===== src/rtl/core/tiled_outer_product_mac_defines.svh =====
// Assertion macros shared by the tile multiply-accumulate RTL.
// Each macro expects clk and rst in scope; checks are off during reset.
`ifndef TILED_OUTER_PRODUCT_MAC_DEFINES_SVH
`define TILED_OUTER_PRODUCT_MAC_DEFINES_SVH

// Same-cycle implication.
`define TOMAC_ASSERT_IMP(label, ante, cons) \
  label: assert property (@(posedge clk) disable iff (rst) (ante) |-> (cons)) \
    else $error("tomac: same-cycle check failed");

// Next-cycle implication.
`define TOMAC_ASSERT_NXT(label, ante, cons) \
  label: assert property (@(posedge clk) disable iff (rst) (ante) |=> (cons)) \
    else $error("tomac: next-cycle check failed");

`endif


===== src/rtl/core/tomac_pkg.sv =====
`default_nettype none

package tomac_pkg;

  localparam int TILE_ROWS  = 4;
  localparam int TILE_COLS  = 4;
  localparam int DATA_WIDTH = 16;
  localparam int ACC_WIDTH  = 48;

  localparam int NUM_ACC = TILE_ROWS * TILE_COLS;
  localparam int PROD_W  = 2 * DATA_WIDTH;
  localparam int WIDE_W  = (PROD_W > ACC_WIDTH) ? PROD_W : ACC_WIDTH;
  localparam int SUM_W   = ACC_WIDTH + 1;
  localparam int ROW_W   = (TILE_ROWS > 1) ? $clog2(TILE_ROWS) : 1;
  localparam int COL_W   = (TILE_COLS > 1) ? $clog2(TILE_COLS) : 1;

  typedef logic signed [DATA_WIDTH-1:0] data_t;
  typedef logic signed [PROD_W-1:0]     prod_t;
  typedef logic signed [ACC_WIDTH-1:0]  acc_t;
  typedef logic [ROW_W-1:0]             row_t;
  typedef logic [COL_W-1:0]             col_t;

  localparam acc_t ACC_MAX = {1'b0, {(ACC_WIDTH-1){1'b1}}};
  localparam acc_t ACC_MIN = {1'b1, {(ACC_WIDTH-1){1'b0}}};

  // Control from the pipeline to the MAC array.
  typedef struct packed {
    logic load_prod;   // capture products of the input stage
    logic accumulate;  // fold the product stage into the accumulators
    logic dump;        // that fold closes the tile: clear afterwards
  } mac_step_t;

  // Clamp the product to the accumulator range, then add with saturation.
  function automatic acc_t sat_add(acc_t acc, prod_t p);
    logic signed [WIDE_W-1:0] pw;
    acc_t                     pc;
    logic signed [SUM_W-1:0]  s;
    acc_t                     res;
    pw = WIDE_W'(p);
    if (pw > WIDE_W'(ACC_MAX)) begin
      pc = ACC_MAX;
    end else if (pw < WIDE_W'(ACC_MIN)) begin
      pc = ACC_MIN;
    end else begin
      pc = pw[ACC_WIDTH-1:0];
    end
    s = SUM_W'(acc) + SUM_W'(pc);
    if (s[SUM_W-1] != s[SUM_W-2]) begin
      res = s[SUM_W-1] ? ACC_MIN : ACC_MAX;
    end else begin
      res = s[ACC_WIDTH-1:0];
    end
    return res;
  endfunction

endpackage

`default_nettype wire


===== src/rtl/core/tomac_drain.sv =====
`default_nettype none
`include "tiled_outer_product_mac_defines.svh"

module tomac_drain (
  input  wire                     clk,
  input  wire                     rst,
  input  wire                     load,
  input  tomac_pkg::acc_t         sums[tomac_pkg::NUM_ACC],
  output logic                    ready,
  output logic                    out_valid,
  input  wire                     out_stall,
  output tomac_pkg::row_t         tile_row,
  output tomac_pkg::col_t         tile_col,
  output tomac_pkg::acc_t         sum_value,
  output logic                    last_of_tile
);

  tomac_pkg::acc_t bank[tomac_pkg::NUM_ACC];
  tomac_pkg::row_t row;
  tomac_pkg::col_t col;
  logic            busy;
  logic            final_beat;
  logic            out_xfer;

  assign final_beat = busy
                      && (row == tomac_pkg::ROW_W'(tomac_pkg::TILE_ROWS - 1))
                      && (col == tomac_pkg::COL_W'(tomac_pkg::TILE_COLS - 1));
  assign out_xfer   = busy && !out_stall;
  assign ready      = !busy || (final_beat && !out_stall);

  assign out_valid    = busy;
  assign tile_row     = row;
  assign tile_col     = col;
  assign sum_value    = bank[0];
  assign last_of_tile = final_beat;

  // shift toward the head on each transfer
  always_ff @(posedge clk) begin
    if (load) begin
      bank <= sums;
    end else if (out_xfer) begin
      for (int i = 0; i < tomac_pkg::NUM_ACC - 1; i++) begin
        bank[i] <= bank[i+1];
      end
    end
  end

  always_ff @(posedge clk) begin
    if (rst) begin
      busy <= 1'b0;
      row  <= '0;
      col  <= '0;
    end else begin
      priority if (load) begin
        busy <= 1'b1;
        row  <= '0;
        col  <= '0;
      end else if (out_xfer) begin
        if (final_beat) begin
          busy <= 1'b0;
        end
        if (col == tomac_pkg::COL_W'(tomac_pkg::TILE_COLS - 1)) begin
          col <= '0;
          row <= row + 1'b1;
        end else begin
          col <= col + 1'b1;
        end
      end
    end
  end

  `TOMAC_ASSERT_IMP(a_load_only_when_free, load, !busy || (final_beat && !out_stall))
  `TOMAC_ASSERT_NXT(a_load_starts_at_origin, load, busy && row == '0 && col == '0)
  `TOMAC_ASSERT_NXT(a_final_ends_tile, final_beat && !out_stall && !load, !busy)
  `TOMAC_ASSERT_NXT(a_mid_tile_stays_busy, busy && !final_beat && !load, busy)

endmodule

`default_nettype wire


===== config.mk =====
export PLATFORM = sky130hd
export DESIGN_NAME = tomac_drain
export DESIGN_NICKNAME = d
export VERILOG_FILES = /design/src/rtl/core/tomac_pkg.sv /design/src/rtl/core/tomac_drain.sv
export VERILOG_INCLUDE_DIRS = /design/src /design/src/rtl/core
export SDC_FILE = /design/constraint.sdc
export NUM_CORES = 1
export LEC_CHECK = 0
export BUFFER_PORTS_ARGS = -buffer_cell sky130_fd_sc_hd__buf_2
export CORE_AREA = 2 2 325 327
export CTS_BUF_LIST = sky130_fd_sc_hd__clkbuf_16
export DETAILED_ROUTE_END_ITERATION = 16
export DIE_AREA = 0 0 327 329
export GPL_TIMING_DRIVEN = 0
export PLACE_DENSITY = 0.63
export SLEW_MARGIN = 20
export SYNTH_ARGS = -nofsm -noshare
export SYNTH_HDL_FRONTEND = slang
export SYNTH_SLANG_ARGS = --single-unit

===== constraint.sdc =====
create_clock -name clk -period 15 [get_ports clk]
set_input_delay 0.75 -clock clk [delete_from_list [all_inputs] [get_ports clk]]
set_output_delay 0.75 -clock clk [all_outputs]
set_load 0.005 [all_outputs]

=== After elaboration in Yosys (flattened, before gate mapping) ===
Index checks and enable logic that the tools add are counted.

* Reduce and logical (&&, ||, !) cells: 12
* Add/sub/neg operators: 2
* Muxes and demuxes: 6
* Equality and inequality tests: 2

{| class="wikitable"
|+ Operator list
! operator !! number
|-
| two-way mux 720 bit || 2
|-
| adder 2 x 1 -> 2 bit, second input constant || 2
|-
| equality test 2 bit, second input constant || 2
|-
| logical AND 1 bit || 4
|-
| AND reduction 2 bit || 2
|-
| nonzero test 2 bit || 2
|-
| two-way mux 1 bit || 3
|-
| zero test 1 bit || 2
|-
| two-way mux 2 bit || 1
|-
| OR reduction 2 bit || 1
|-
| logical OR 1 bit || 1
|}

* Flip-flop bits (word level): 773
* Word-level logic and storage cells: 41
* Output and inout port bits: 55

=== Longest topological paths before layout ===
Gate-level depths: netlist (run 1).

* Word-level depth: 6
* Gate-level depth with buffers: 6
* Gate-level depth less buffers: 4

=== Least setup slack after synthesis (run 1) ===
No wires, ideal clock.

* Path kind: input port to flip-flop
* Start: in load
* End: reg bank[100] (netlist bit) (enable)
* Path slack: 4.411 ns
* Stages on the path: 5
* Required time: 14.206 ns
* Arrival time: 9.795 ns
* Path buffers: 4
* Setup time: 0.794 ns
* Cells stage by stage: buf_2 -> buf_6 -> buf_6 -> buf_6 -> or2_2

* Cells in the longest elaborated chain, start to end: 1

{| class="wikitable"
|+ RTL lines
! what !! line !! source
|-
| start, declared || tomac_drain.sv:7 || <nowiki>input wire load,</nowiki>
|-
| nonzero test 2 bit (no source line) || n/a ||
|-
| end signal, assigned || tomac_drain.sv:40 || <nowiki>bank <= sums;</nowiki>
|-
| end signal, assigned by index || tomac_drain.sv:43 || <nowiki>bank[i] <= bank[i+1];</nowiki>
|-
| end, declared || tomac_drain.sv:18 || <nowiki>tomac_pkg::acc_t bank[tomac_pkg::NUM_ACC];</nowiki>
|}

Every way passes these cells.
A chain may end at the register's enable or synchronous reset.

=== Worst setup path in the final report (run 1) ===
* Start: in load
* End: reg bank[156] (netlist bit) (enable)

The elaborated chain is that of the path after synthesis.

==> results.py, run 1 <==
metrics = {
    "grt": {
        "antenna_found_initial": 57,
        "overflow": 0,
        "grt_max_degree": 55,
        "grt_pass1_wl_mm": 125.4,
        "grt_pass1_vias": 18804,
        "track_usage_pct": 16.29,
    },
    "clock_network": {
        "cts_buffer_depth": 3,
        "post_cts_resized": 0,
        "cts-htree-levels": 3,
        "hold_buffers": 0,
        "cts_tree": "done",
        "cts.sink_count": 773,
        "clkLatencyLatePin_ns": 0.66,
        "cts_setup_buffers": 0,
        "numCtsBuffers": 86,
        "cts-root-buf": "clkbuf_16",
        "clk_pin_slew_ns": 0.06,
    },
    "route": {
        "antenna_left": 0,
        "drtPass1Iterations": 4,
        "wl_mm": 90.61,
        "drtIter0Drc": 923,
        "vias": 17868,
        "wire_per_inst_um": 22.31,
        "vias_per_cell": 4.400,
        "drc": 0,
    },
    "floorplanning": {
        "rows": 119,
        "die-area_um2": 107600,
        "start_util_pct": 31.51,
        "io_pins": 827,
        "core_area_um2": 104400,
        "die_h_um": 329,
        "die_w_um": 327,
    },
    "critical_path": {
        "r2r_end": "bank[156]$_DFFE_PP_",
        "critical_path_required_ns": 15.32,
        "r2r_cells": 7,
        "critPathCaptureType": "register",
        "rr_startpoint": "out_valid$_SDFFE_PP0P_",
        "critical_path_class": "in -> reg",
        "r2r_slack_ns": 11.77,
        "cp_data_arrival_time_ns": 4.49,
        "start_kind": "input pin",
        "path_max_fanout": 53,
    },
    "timing": {
        "finClkSkew_ns": 0.01746,
        "timing.hold.ws_ns": 0.2744,
        "timing.slew.headroom_pct": 52.64,
        "period_needed_ns": 4.171,
        "setup_viol": 0,
        "max_freq_ghz": 0.2397,
        "period_share_pct": 27.81,
        "drv_slew": 0,
        "setup_tns_ns": 0,
        "hold_viol": 0,
        "rsz0062_at_grt": "false",
        "tightest_slew_ns": 0.7104,
    },
    "pwr": {
        "pwr-share-comb_pct": 9.9,
        "p_leak_nw": 16.54,
        "p_int_mw": 4.035,
        "p_clk_share_pct": 38.3,
        "seq_power_share_pct": 51.9,
        "peakVddDrop_mv": 0.09127,
        "power-per-cell-area_nw_per_um2": 123.6,
        "p_switching_mw": 1.138,
        "swShare_pct": 21.99,
    },
    "finish": {
        "syn2layout_area_growth_pct": 27.21,
        "seqCellArea_um2": 23160,
        "fin_util_pct": 40.08,
        "drive_above_1_share_pct": 68.17,
        "fillers": 9635,
        "nets": 3344,
        "final_cells": 4061,
        "multi_input_area_um2": 8726,
        "fin_area_um2": 41840,
    },
    "synth": {
        "synthDistinctLibCells": 21,
        "async_reset_ff_share_pct": 0,
        "synthCells": 1641,
        "synth_seq_area_share_pct": 70.43,
        "netlist_area_um2": 32890,
        "yosysTopAreaCell": "edfxtp_1",
        "synth_top_area_share_pct": 70.13,
        "synthAdderAreaFrac_pct": 0.07609,
        "synth_top_family_by_area": "multiplexers",
        "synth.avg_cell_area_um2": 20.04,
        "synth_mux_area_share_pct": 26.23,
        "synth_compound_area_share_pct": 0.03044,
        "syn-num-nets": 2415,
        "synth-edff-count": 768,
        "synth_area_leaders": "edfxtp_1, mux2_2, mux2_4",
        "synth_most_common_cell": "edfxtp_1",
        "yosys_most_used_dff": "edfxtp_1",
        "synth_common_cells": "edfxtp_1, mux2_2, mux2_4",
        "yosysWarnings": 0,
        "yosys.area_share.simple_pct": 0.1636,
        "synth_xor_area_share_pct": 0.02663,
        "synth_seq_cells": 773,
    },
    "placed_design": {
        "portBuffers": 826,
        "place.gp.congestion": 0.7766,
        "hpwl_mm": 69.61,
        "place_area_um2": 39130,
        "placed_cells": 3873,
    },
    "hold_path": {
        "hold_path.class": "in -> reg",
        "holdPathStages": 1,
        "hold_end": "bank[1]$_DFFE_PP_",
        "hp-start": "sums[1]",
    },
    "flow_run": {
        "max-cap-violations": 0,
    },
    "run_status": {
        "status": "finished, final reports clean",
    },
}
==> metrics by stage <==
step | total power [mW] | setup slack, ns
after global routing | 5.378 | 10.54
after CTS | 5.244 | 10.76
final | 5.172 | 10.83
after global placement | 3.283 | -1.359
after detailed placement | 3.249 | 10.03
after floorplan | 3.051 | 4.411
==> worst max-delay path, cell delays in order <==
cell and delay (ns):
buf_4 0.55, buf_2 0.32, buf_6 0.24, buf_6 0.24, buf_6 0.18, or2_4 0.55
buf_12 0.32, buf_16 0.28, buf_12 0.28, buf_12 0.27, buf_16 0.30
==> sequential cells by signal (all words and copies together), names as in the netlist <==
name,count
tile_row,2
sum_value,48
out_valid,1
tile_col,2
bank,720
==> final cells by class <==
type | count | area share (%)
multi-input cells | 738 | 20.86
plain buffers | 129 | 2.384
clock inverters | 73 | 1.086
inverters | 1 | 0.008972
clock buffers | 87 | 5.204
repair buffers | 841 | 10.77
diodes | 28 | 0.1675
well taps | 1391 | 4.160
flip-flops and latches | 773 | 55.37
==> worst max-delay path by stage <==
stage                     startpoint             endpoint  cells past startpoint
after floorplan                 load  bank[100]$_DFFE_PP_                      5
after global placement          load   bank[59]$_DFFE_PP_                      6
after detailed placement        load   bank[59]$_DFFE_PP_                     11
after CTS                       load   bank[54]$_DFFE_PP_                     11
after global routing            load   bank[53]$_DFFE_PP_                     11
final                           load  bank[156]$_DFFE_PP_                     11
==> cells in the final DEF (no fill, tap or decap), drive strengths merged, types with 2 or more instances in the layout <==
cell / synthesis / final
inv: 1 / 29
bufinv: 0 / 3
dfxtp: 5 / 5
clkinv: 0 / 39
ha: 2 / 2
diode: 0 / 28
clkbuf: 0 / 87
nor3: 4 / 4
mux2i: 3 / 3
mux2: 720 / 720
edfxtp: 768 / 768
buf: 129 / 970
clkinvlp: 0 / 3
==> routing by layer <==
| layer | wire, um | global-route usage [%] | part of all wire (%) | vias up |
|---|---|---|---|---|
| met2 | 48490 | 29.81 | 54 | 579 |
| met5 | 254 | 0 | 0.28 | - |
| met1 | 33290 | 17.73 | 37 | 8783 |
| met3 | 6165 | 4.619 | 6.8 | 161 |
| li1 | - | - | - | 8307 |
| met4 | 2401 | 6.412 | 2.6 | 38 |
==> logic make-up (layout without fill, tap and decap cells) <==
kind of cell	count (synthesis)	in the layout
buf+inv	130	1131
mux	723	723
xor+xnor	1	1
other cells	0	28
simple gates	10	10
compound gates	2	2
fa+ha+maj	2	2
flops	773	773
==> power by group through the flow <==
stage	logic [mW]	registers [mW]	clock network [mW]
finish	0.510	2.68	1.98
global route	0.555	2.70	2.12
CTS	0.521	2.69	2.03
detailed placement	0.517	2.73	0
global placement	0.493	2.79	0
floorplan	0.307	2.74	0
No activity file was read; power rests on OpenSTA's default activity.
==> inputs of run 2 (changes only) <==
- ABC_AREA: not set -> 1
- CORE_AREA: 2 2 325 327 -> 2 2 317 319
- DIE_AREA: 0 0 327 329 -> 0 0 319 321
- PLACE_DENSITY: 0.63 -> 0.65
- clock period: 15 -> 3.9 ns (I/O delays scaled with it)
==> run 2 against run 1 <==
Against the previous run:
- routed wire length up 44%
- area after synthesis up 0.73%
- clock skew up 0.0039 ns
- register-to-register slack worse by 11 ns
==> results.py, run 2 <==
metrics = {
    "route": {
        "wire_per_inst_um": 20.88,
        "wl_mm": 130.6,
        "vias": 29375,
        "drtPass1Iterations": 6,
        "drtIter0Drc": 2328,
        "antenna_left": 0,
        "drc": 0,
        "vias_per_cell": 4.697,
    },
    "critical_path": {
        "rr_startpoint": "out_valid$_SDFFE_PP0P_",
        "cp_data_arrival_time_ns": 3.05,
        "critPathCaptureType": "register",
        "critical_path.cell_chain": "buf_4 > inv_2 > buf_6 > buf_2 > nand2_8 > buf_16 > buf_16 > buf_16",
        "r2r_end": "bank[232]$_DFFE_PP_",
        "critPathSlowestCell": "buf_4",
        "path_max_fanout": 103,
        "critical_path_class": "in -> reg",
        "r2r_cells": 5,
        "r2r_slack_ns": 1.15,
        "crit_path_frequent_cell": "buf_16",
        "critical_path_required_ns": 4.18,
        "critPathLaunch": "load",
        "start_kind": "input pin",
        "cpPeakStageDelay_ns": 0.57,
    },
    "flow_run": {
        "max-cap-violations": 0,
    },
    "synth": {
        "yosysWarnings": 0,
        "synth-edff-count": 768,
        "syn-num-nets": 3946,
        "synth_most_common_cell": "nand2_1",
        "async_reset_ff_share_pct": 0,
        "synth_area_leaders": "edfxtp_1, nand2_1, buf_6",
        "netlist_area_um2": 33130,
        "synth_seq_cells": 773,
        "synthCells": 3172,
        "yosysTopAreaCell": "edfxtp_1",
        "synthDistinctLibCells": 16,
        "synth_common_cells": "nand2_1, edfxtp_1, buf_6",
        "synth.avg_cell_area_um2": 10.44,
        "synth_top_area_share_pct": 69.62,
        "yosys_most_used_dff": "edfxtp_1",
        "synth_seq_area_share_pct": 69.92,
    },
    "timing": {
        "hold_viol": 0,
        "period_needed_ns": 2.768,
        "period_share_pct": 70.98,
        "finClkSkew_ns": 0.02139,
        "max_freq_ghz": 0.3613,
        "setup_tns_ns": 0,
        "tightest_slew_ns": 0.7474,
        "timing.slew.headroom_pct": 50.17,
        "setup_viol": 0,
        "rsz0062_at_grt": "false",
        "drv_slew": 0,
    },
    "clock_network": {
        "clkLatencyLatePin_ns": 0.66,
        "numCtsBuffers": 85,
        "cts-htree-levels": 3,
        "cts-root-buf": "clkbuf_16",
        "cts.sink_count": 773,
        "cts_setup_buffers": 0,
        "cts_tree": "done",
        "cts_buffer_depth": 3,
        "clk_pin_slew_ns": 0.06,
    },
    "finish": {
        "largest_reg_flops": 720,
        "drive_above_1_share_pct": 23.44,
        "syn2layout_area_growth_pct": 49.29,
        "final_common_cell": "nand2_1",
        "final_cells": 6254,
        "nets": 5634,
        "fin_area_um2": 49460,
        "final_cell_mix": "nand2_1, buf_2, edfxtp_1",
        "top_register": "bank",
    },
    "floorplanning": {
        "start_util_pct": 33.37,
        "io_pins": 827,
        "die-area_um2": 102400,
        "core_area_um2": 99280,
        "rows": 116,
        "die_w_um": 319,
        "die_h_um": 321,
    },
    "pwr": {
        "p_switching_mw": 5.164,
        "seq_power_share_pct": 49.8,
        "power-per-cell-area_nw_per_um2": 419.5,
        "p_leak_nw": 23.12,
        "pwr-share-comb_pct": 13.5,
        "p_int_mw": 15.58,
        "peakVddDrop_mv": 0.3411,
        "p_clk_share_pct": 36.7,
        "swShare_pct": 24.89,
    },
    "grt": {
        "overflow": 0,
        "grt_max_degree": 104,
        "track_usage_pct": 24.84,
        "grt_pass1_vias": 30157,
        "antenna_found_initial": 41,
        "grt_pass1_wl_mm": 186.0,
    },
    "placed_design": {
        "portBuffers": 826,
        "hpwl_mm": 90.21,
        "place_area_um2": 39130,
        "place.gp.congestion": 0.9380,
        "placed_cells": 5304,
    },
    "hold_path": {
        "hp-start": "sums[322]",
        "holdPathStages": 3,
        "hold_path.class": "in -> reg",
        "hold_end": "bank[322]$_DFFE_PP_",
    },
    "run_status": {
        "status": "finished, final reports clean",
    },
}
run 2: cell count changes after synthesis, sizes merged, moves of 3 or more:
cell,previous run,this run
nor3,4,0
mux2i,3,0
mux2,720,0
a21oi,1,4
inv,1,5
nor2,1,6
buf,129,208
nand2,1,2170
run 2: worst max path at each step:
stage	endpoint	cells past startpoint
finish	bank[232]$_DFFE_PP_	8
global route	bank[280]$_DFFE_PP_	8
CTS	bank[232]$_DFFE_PP_	5
detailed placement	bank[233]$_DFFE_PP_	8
global placement	bank[234]$_DFFE_PP_	5
floorplan	bank[100]$_DFFE_PP_	2
run 2: what timing repair did:
item                      CTS  global route
resized for setup           0             0
hold buffers              767             0
hold endpoints to repair  769             0
run 2: kinds of logic (layout without fill, tap and decap cells):
kind of cell / count (synthesis) / count (layout) / synth area share [%]
AOI/OAI and AO/OA: 5 / 5 / 0.08310
adders and majority gates: 2 / 2 / 0.07553
other: 0 / 32 / 0
buffers and inverters: 213 / 1965 / 5.208
and+or+nand+nor: 2179 / 2179 / 24.72
DFF: 773 / 773 / 69.92
run 2: final cells by class:
class / count / area (um^2)
diodes: 32 / 80.08
plain buffers: 208 / 1707
clock buffers: 85 / 2127
clock inverters: 66 / 446.7
fillers: 8457 / 49820
inverters: 5 / 18.77
multi-input cells: 2186 / 8257
flip-flops and latches: 773 / 23160
well taps: 1298 / 1624
repair buffers: 1601 / 12030
run 2: layer usage:
layer / up-vias / routed length [um] / share of wire (%) / GRT usage [%]
met5: - / 84 / 0.064 / 0
met4: 16 / 9853 / 7.5 / 16.96
met3: 524 / 10380 / 7.9 / 4.899
met2: 1812 / 63920 / 49 / 43.62
met1: 13411 / 46320 / 35 / 27.17
li1: 13612 / - / - / -
run 2: stage by stage:
step | util (%) | hold WS (ns) | worst slack [ns] | power, mW
2_1_floorplan | - | 0.2641 | 0.06283 | 11.52
5_1_grt | 49.78 | 0.02706 | 1.034 | 21.46
6_report | 49.82 | 0.02055 | 1.132 | 20.75
4_1_cts | 49.74 | 0.004238 | 1.241 | 20.78
3_5_place_dp | 39.41 | 0.3731 | 0.5846 | 12.60
3_3_place_gp | 39.19 | 0.3726 | -2.382 | 12.61
run 2: critical path: cells and delay by family:
family	cells	cell delay, ns
buffers and inverters	7	2.25
AND/OR/NAND/NOR	1	0.25
run 2: power groups by stage:
stage | registers (mW) | clock network (mW) | logic, mW
final | 10.3 | 7.62 | 2.80
after global routing | 10.4 | 8.03 | 3.03
after CTS | 10.3 | 7.73 | 2.73
after detailed placement | 10.5 | 0 | 2.10
after global placement | 10.6 | 0 | 2.04
after floorplan | 10.5 | 0 | 1.06
==> inputs of run 3 (changes only) <==
- ABC_AREA: 1 -> 0
- CORE_AREA: 2 2 317 319 -> 2 2 325 327
- DIE_AREA: 0 0 319 321 -> 0 0 327 329
- clock period: 3.9 -> 2.3 ns (I/O delays scaled with it)
==> run 3 against run 2 <==
Against the previous run:
- cell count decreased by 23%
- highest routed layer unchanged
- hold slack gained 0.16 ns
- critical endpoint is now bank[96]$_DFFE_PP_
- routed wire length is 19% lower
- flip-flop and latch count did not move
==> results.py, run 3 (same netlist as run 1, synthesis figures left out) <==
metrics = {
    "grt": {
        "antenna_found_initial": 28,
        "overflow": 0,
        "grt_pass1_vias": 24225,
        "grt_pass1_wl_mm": 152.0,
        "track_usage_pct": 19.21,
        "grt_max_degree": 54,
    },
    "timing": {
        "tightest_slew_ns": 0.3969,
        "hold_viol": 0,
        "period_share_pct": 95.94,
        "period_needed_ns": 2.207,
        "setup_viol": 0,
        "max_freq_ghz": 0.4532,
        "timing.slew.headroom_pct": 73.54,
        "finClkSkew_ns": 0.02892,
        "drv_slew": 0,
    },
    "route": {
        "wire_per_inst_um": 21.95,
        "drtIter0Drc": 1188,
        "vias_per_cell": 4.461,
        "wl_mm": 106.4,
        "drc": 0,
        "antenna_left": 0,
        "drtPass1Iterations": 5,
        "vias": 21619,
    },
    "floorplanning": {
        "io_pins": 827,
        "die-area_um2": 107600,
        "rows": 119,
        "start_util_pct": 31.51,
        "die_h_um": 329,
        "core_area_um2": 104400,
        "die_w_um": 327,
    },
    "finish": {
        "fin_util_pct": 48.25,
        "top_register": "bank",
        "final_cell_mix": "buf_2, dlygate4sd3_1, edfxtp_1",
        "largest_reg_flops": 720,
        "syn2layout_area_growth_pct": 53.12,
        "final_common_cell": "buf_2",
        "final_cells": 4846,
        "fin_area_um2": 50360,
        "nets": 4140,
        "drive_above_1_share_pct": 53.16,
    },
    "critical_path": {
        "critPathSlowestCell": "bufbuf_16",
        "crit_path_frequent_cell": "buf_16",
        "critPathCaptureType": "register",
        "cp_top_family": "buffers and inverters",
        "path_max_fanout": 27,
        "cp_data_arrival_time_ns": 2.55,
        "critical_path_class": "reg -> reg",
        "cpPeakStageDelay_ns": 0.36,
        "crit_buf_inv": 5,
        "start_kind": "register",
        "critical_path_required_ns": 2.65,
        "critical_path.cell_chain": "nor2b_4 > or2_4 > buf_6 > buf_16 > buf_16 > buf_16 > bufbuf_16",
    },
    "clock_network": {
        "cts-htree-levels": 3,
        "cts-root-buf": "clkbuf_16",
        "cts.sink_count": 773,
        "cts_tree": "done",
        "cts_buffer_depth": 3,
        "numCtsBuffers": 84,
        "clk_pin_slew_ns": 0.06,
        "clkLatencyLatePin_ns": 0.65,
    },
    "pwr": {
        "power-per-cell-area_nw_per_um2": 708.9,
        "p_leak_nw": 20.21,
        "peakVddDrop_mv": 0.6305,
    },
    "run_status": {
        "status": "finished, final reports clean",
    },
    "hold_path": {
        "hold_path.class": "in -> reg",
    },
    "placed_design": {
        "hpwl_mm": 69.70,
        "portBuffers": 826,
        "place_area_um2": 39190,
        "placed_cells": 3873,
        "place.gp.congestion": 0.8025,
    },
    "flow_run": {
        "max-cap-violations": 0,
    },
}
-- run 3: cell types whose count changed in the layout (fill, tap and decap cells not counted), sizes merged, moves of 3 or more --
| cell | change |
|---|---|
| dlygate4sd3 | +5 |
| inv | -13 |
| nor2 | -5 |
| bufbuf | +19 |
| mux2i | +3 |
| nand2 | -2169 |
| buf | -65 |
| nor3 | +4 |
| mux2 | +720 |
| diode | -8 |
| a21oi | -3 |
| bufinv | +5 |
-- run 3: report_power, final --
part / leakage [nW] / internal, mW / total [mW] / switching [mW]
clock: 1.36 / 7.70 / 13.3 / 5.63
combinational: 11.2 / 3.02 / 4.82 / 1.80
sequential: 7.65 / 17.1 / 17.6 / 0.417
total: 20.2 / 27.9 / 35.7 / 7.84
-- run 3: repair_timing --
| item | in CTS | in global routing |
|---|---|---|
| cloned | 21 | 0 |
| gates resized for setup | 7 | 2 |
| buffers inserted | 7 | 0 |
| endpoints found under the setup margin | 494 | 85 |
| pin swaps | 1 | 0 |
| endpoints found under the hold margin | 821 | 0 |
| hold buffers | 773 | 0 |
-- run 3: worst paths after layout --
kind                            slack, ns                   start                       to  depth (start not counted)
worst max-delay path                 0.09  out_valid$_SDFFE_PP0P_       bank[96]$_DFFE_PP_                          7
worst min-delay path                 0.18                sums[19]       bank[19]$_DFFE_PP_                          2
worst max register to register       0.09  out_valid$_SDFFE_PP0P_       bank[96]$_DFFE_PP_                          7
worst min register to register       0.52     bank[701]$_DFFE_PP_  sum_value[29]$_DFFE_PP_                          1
-- run 3: area by class of cell --
type                       count  area, um^2
tap                         1391        1740
timing repair buffer        1640       13000
fill                        8510       54020
clock buffer                  87        2177
clock inverter                64       478.0
buffer                       128       999.7
antenna                       24       60.06
inverter                       1       3.754
sequential                   773       23160
multi-input combinational    738        8733
-- run 3: through the flow --
step	setup TNS [ns]	worst slack, ns	power (mW)	hold slack [ns]
4_1_cts	0	0.008657	35.87	0.1135
5_1_grt	-0.0002172	-0.0002172	36.88	0.1381
6_report	0	0.09327	35.70	0.1822
2_1_floorplan	-2853.25	-3.963	19.77	0.1841
3_3_place_gp	-5865.03	-8.048	21.23	0.2911
3_5_place_dp	-858.90	-2.491	21.21	0.2931
-- run 3: per-layer routing --
layer	up-vias	global-route usage, %	wire [um]
li1	9907	-	-
met4	2	7.030	3505
met5	-	0	13
met1	10710	21.38	40200
met3	214	3.872	5311
met2	786	36.04	57350
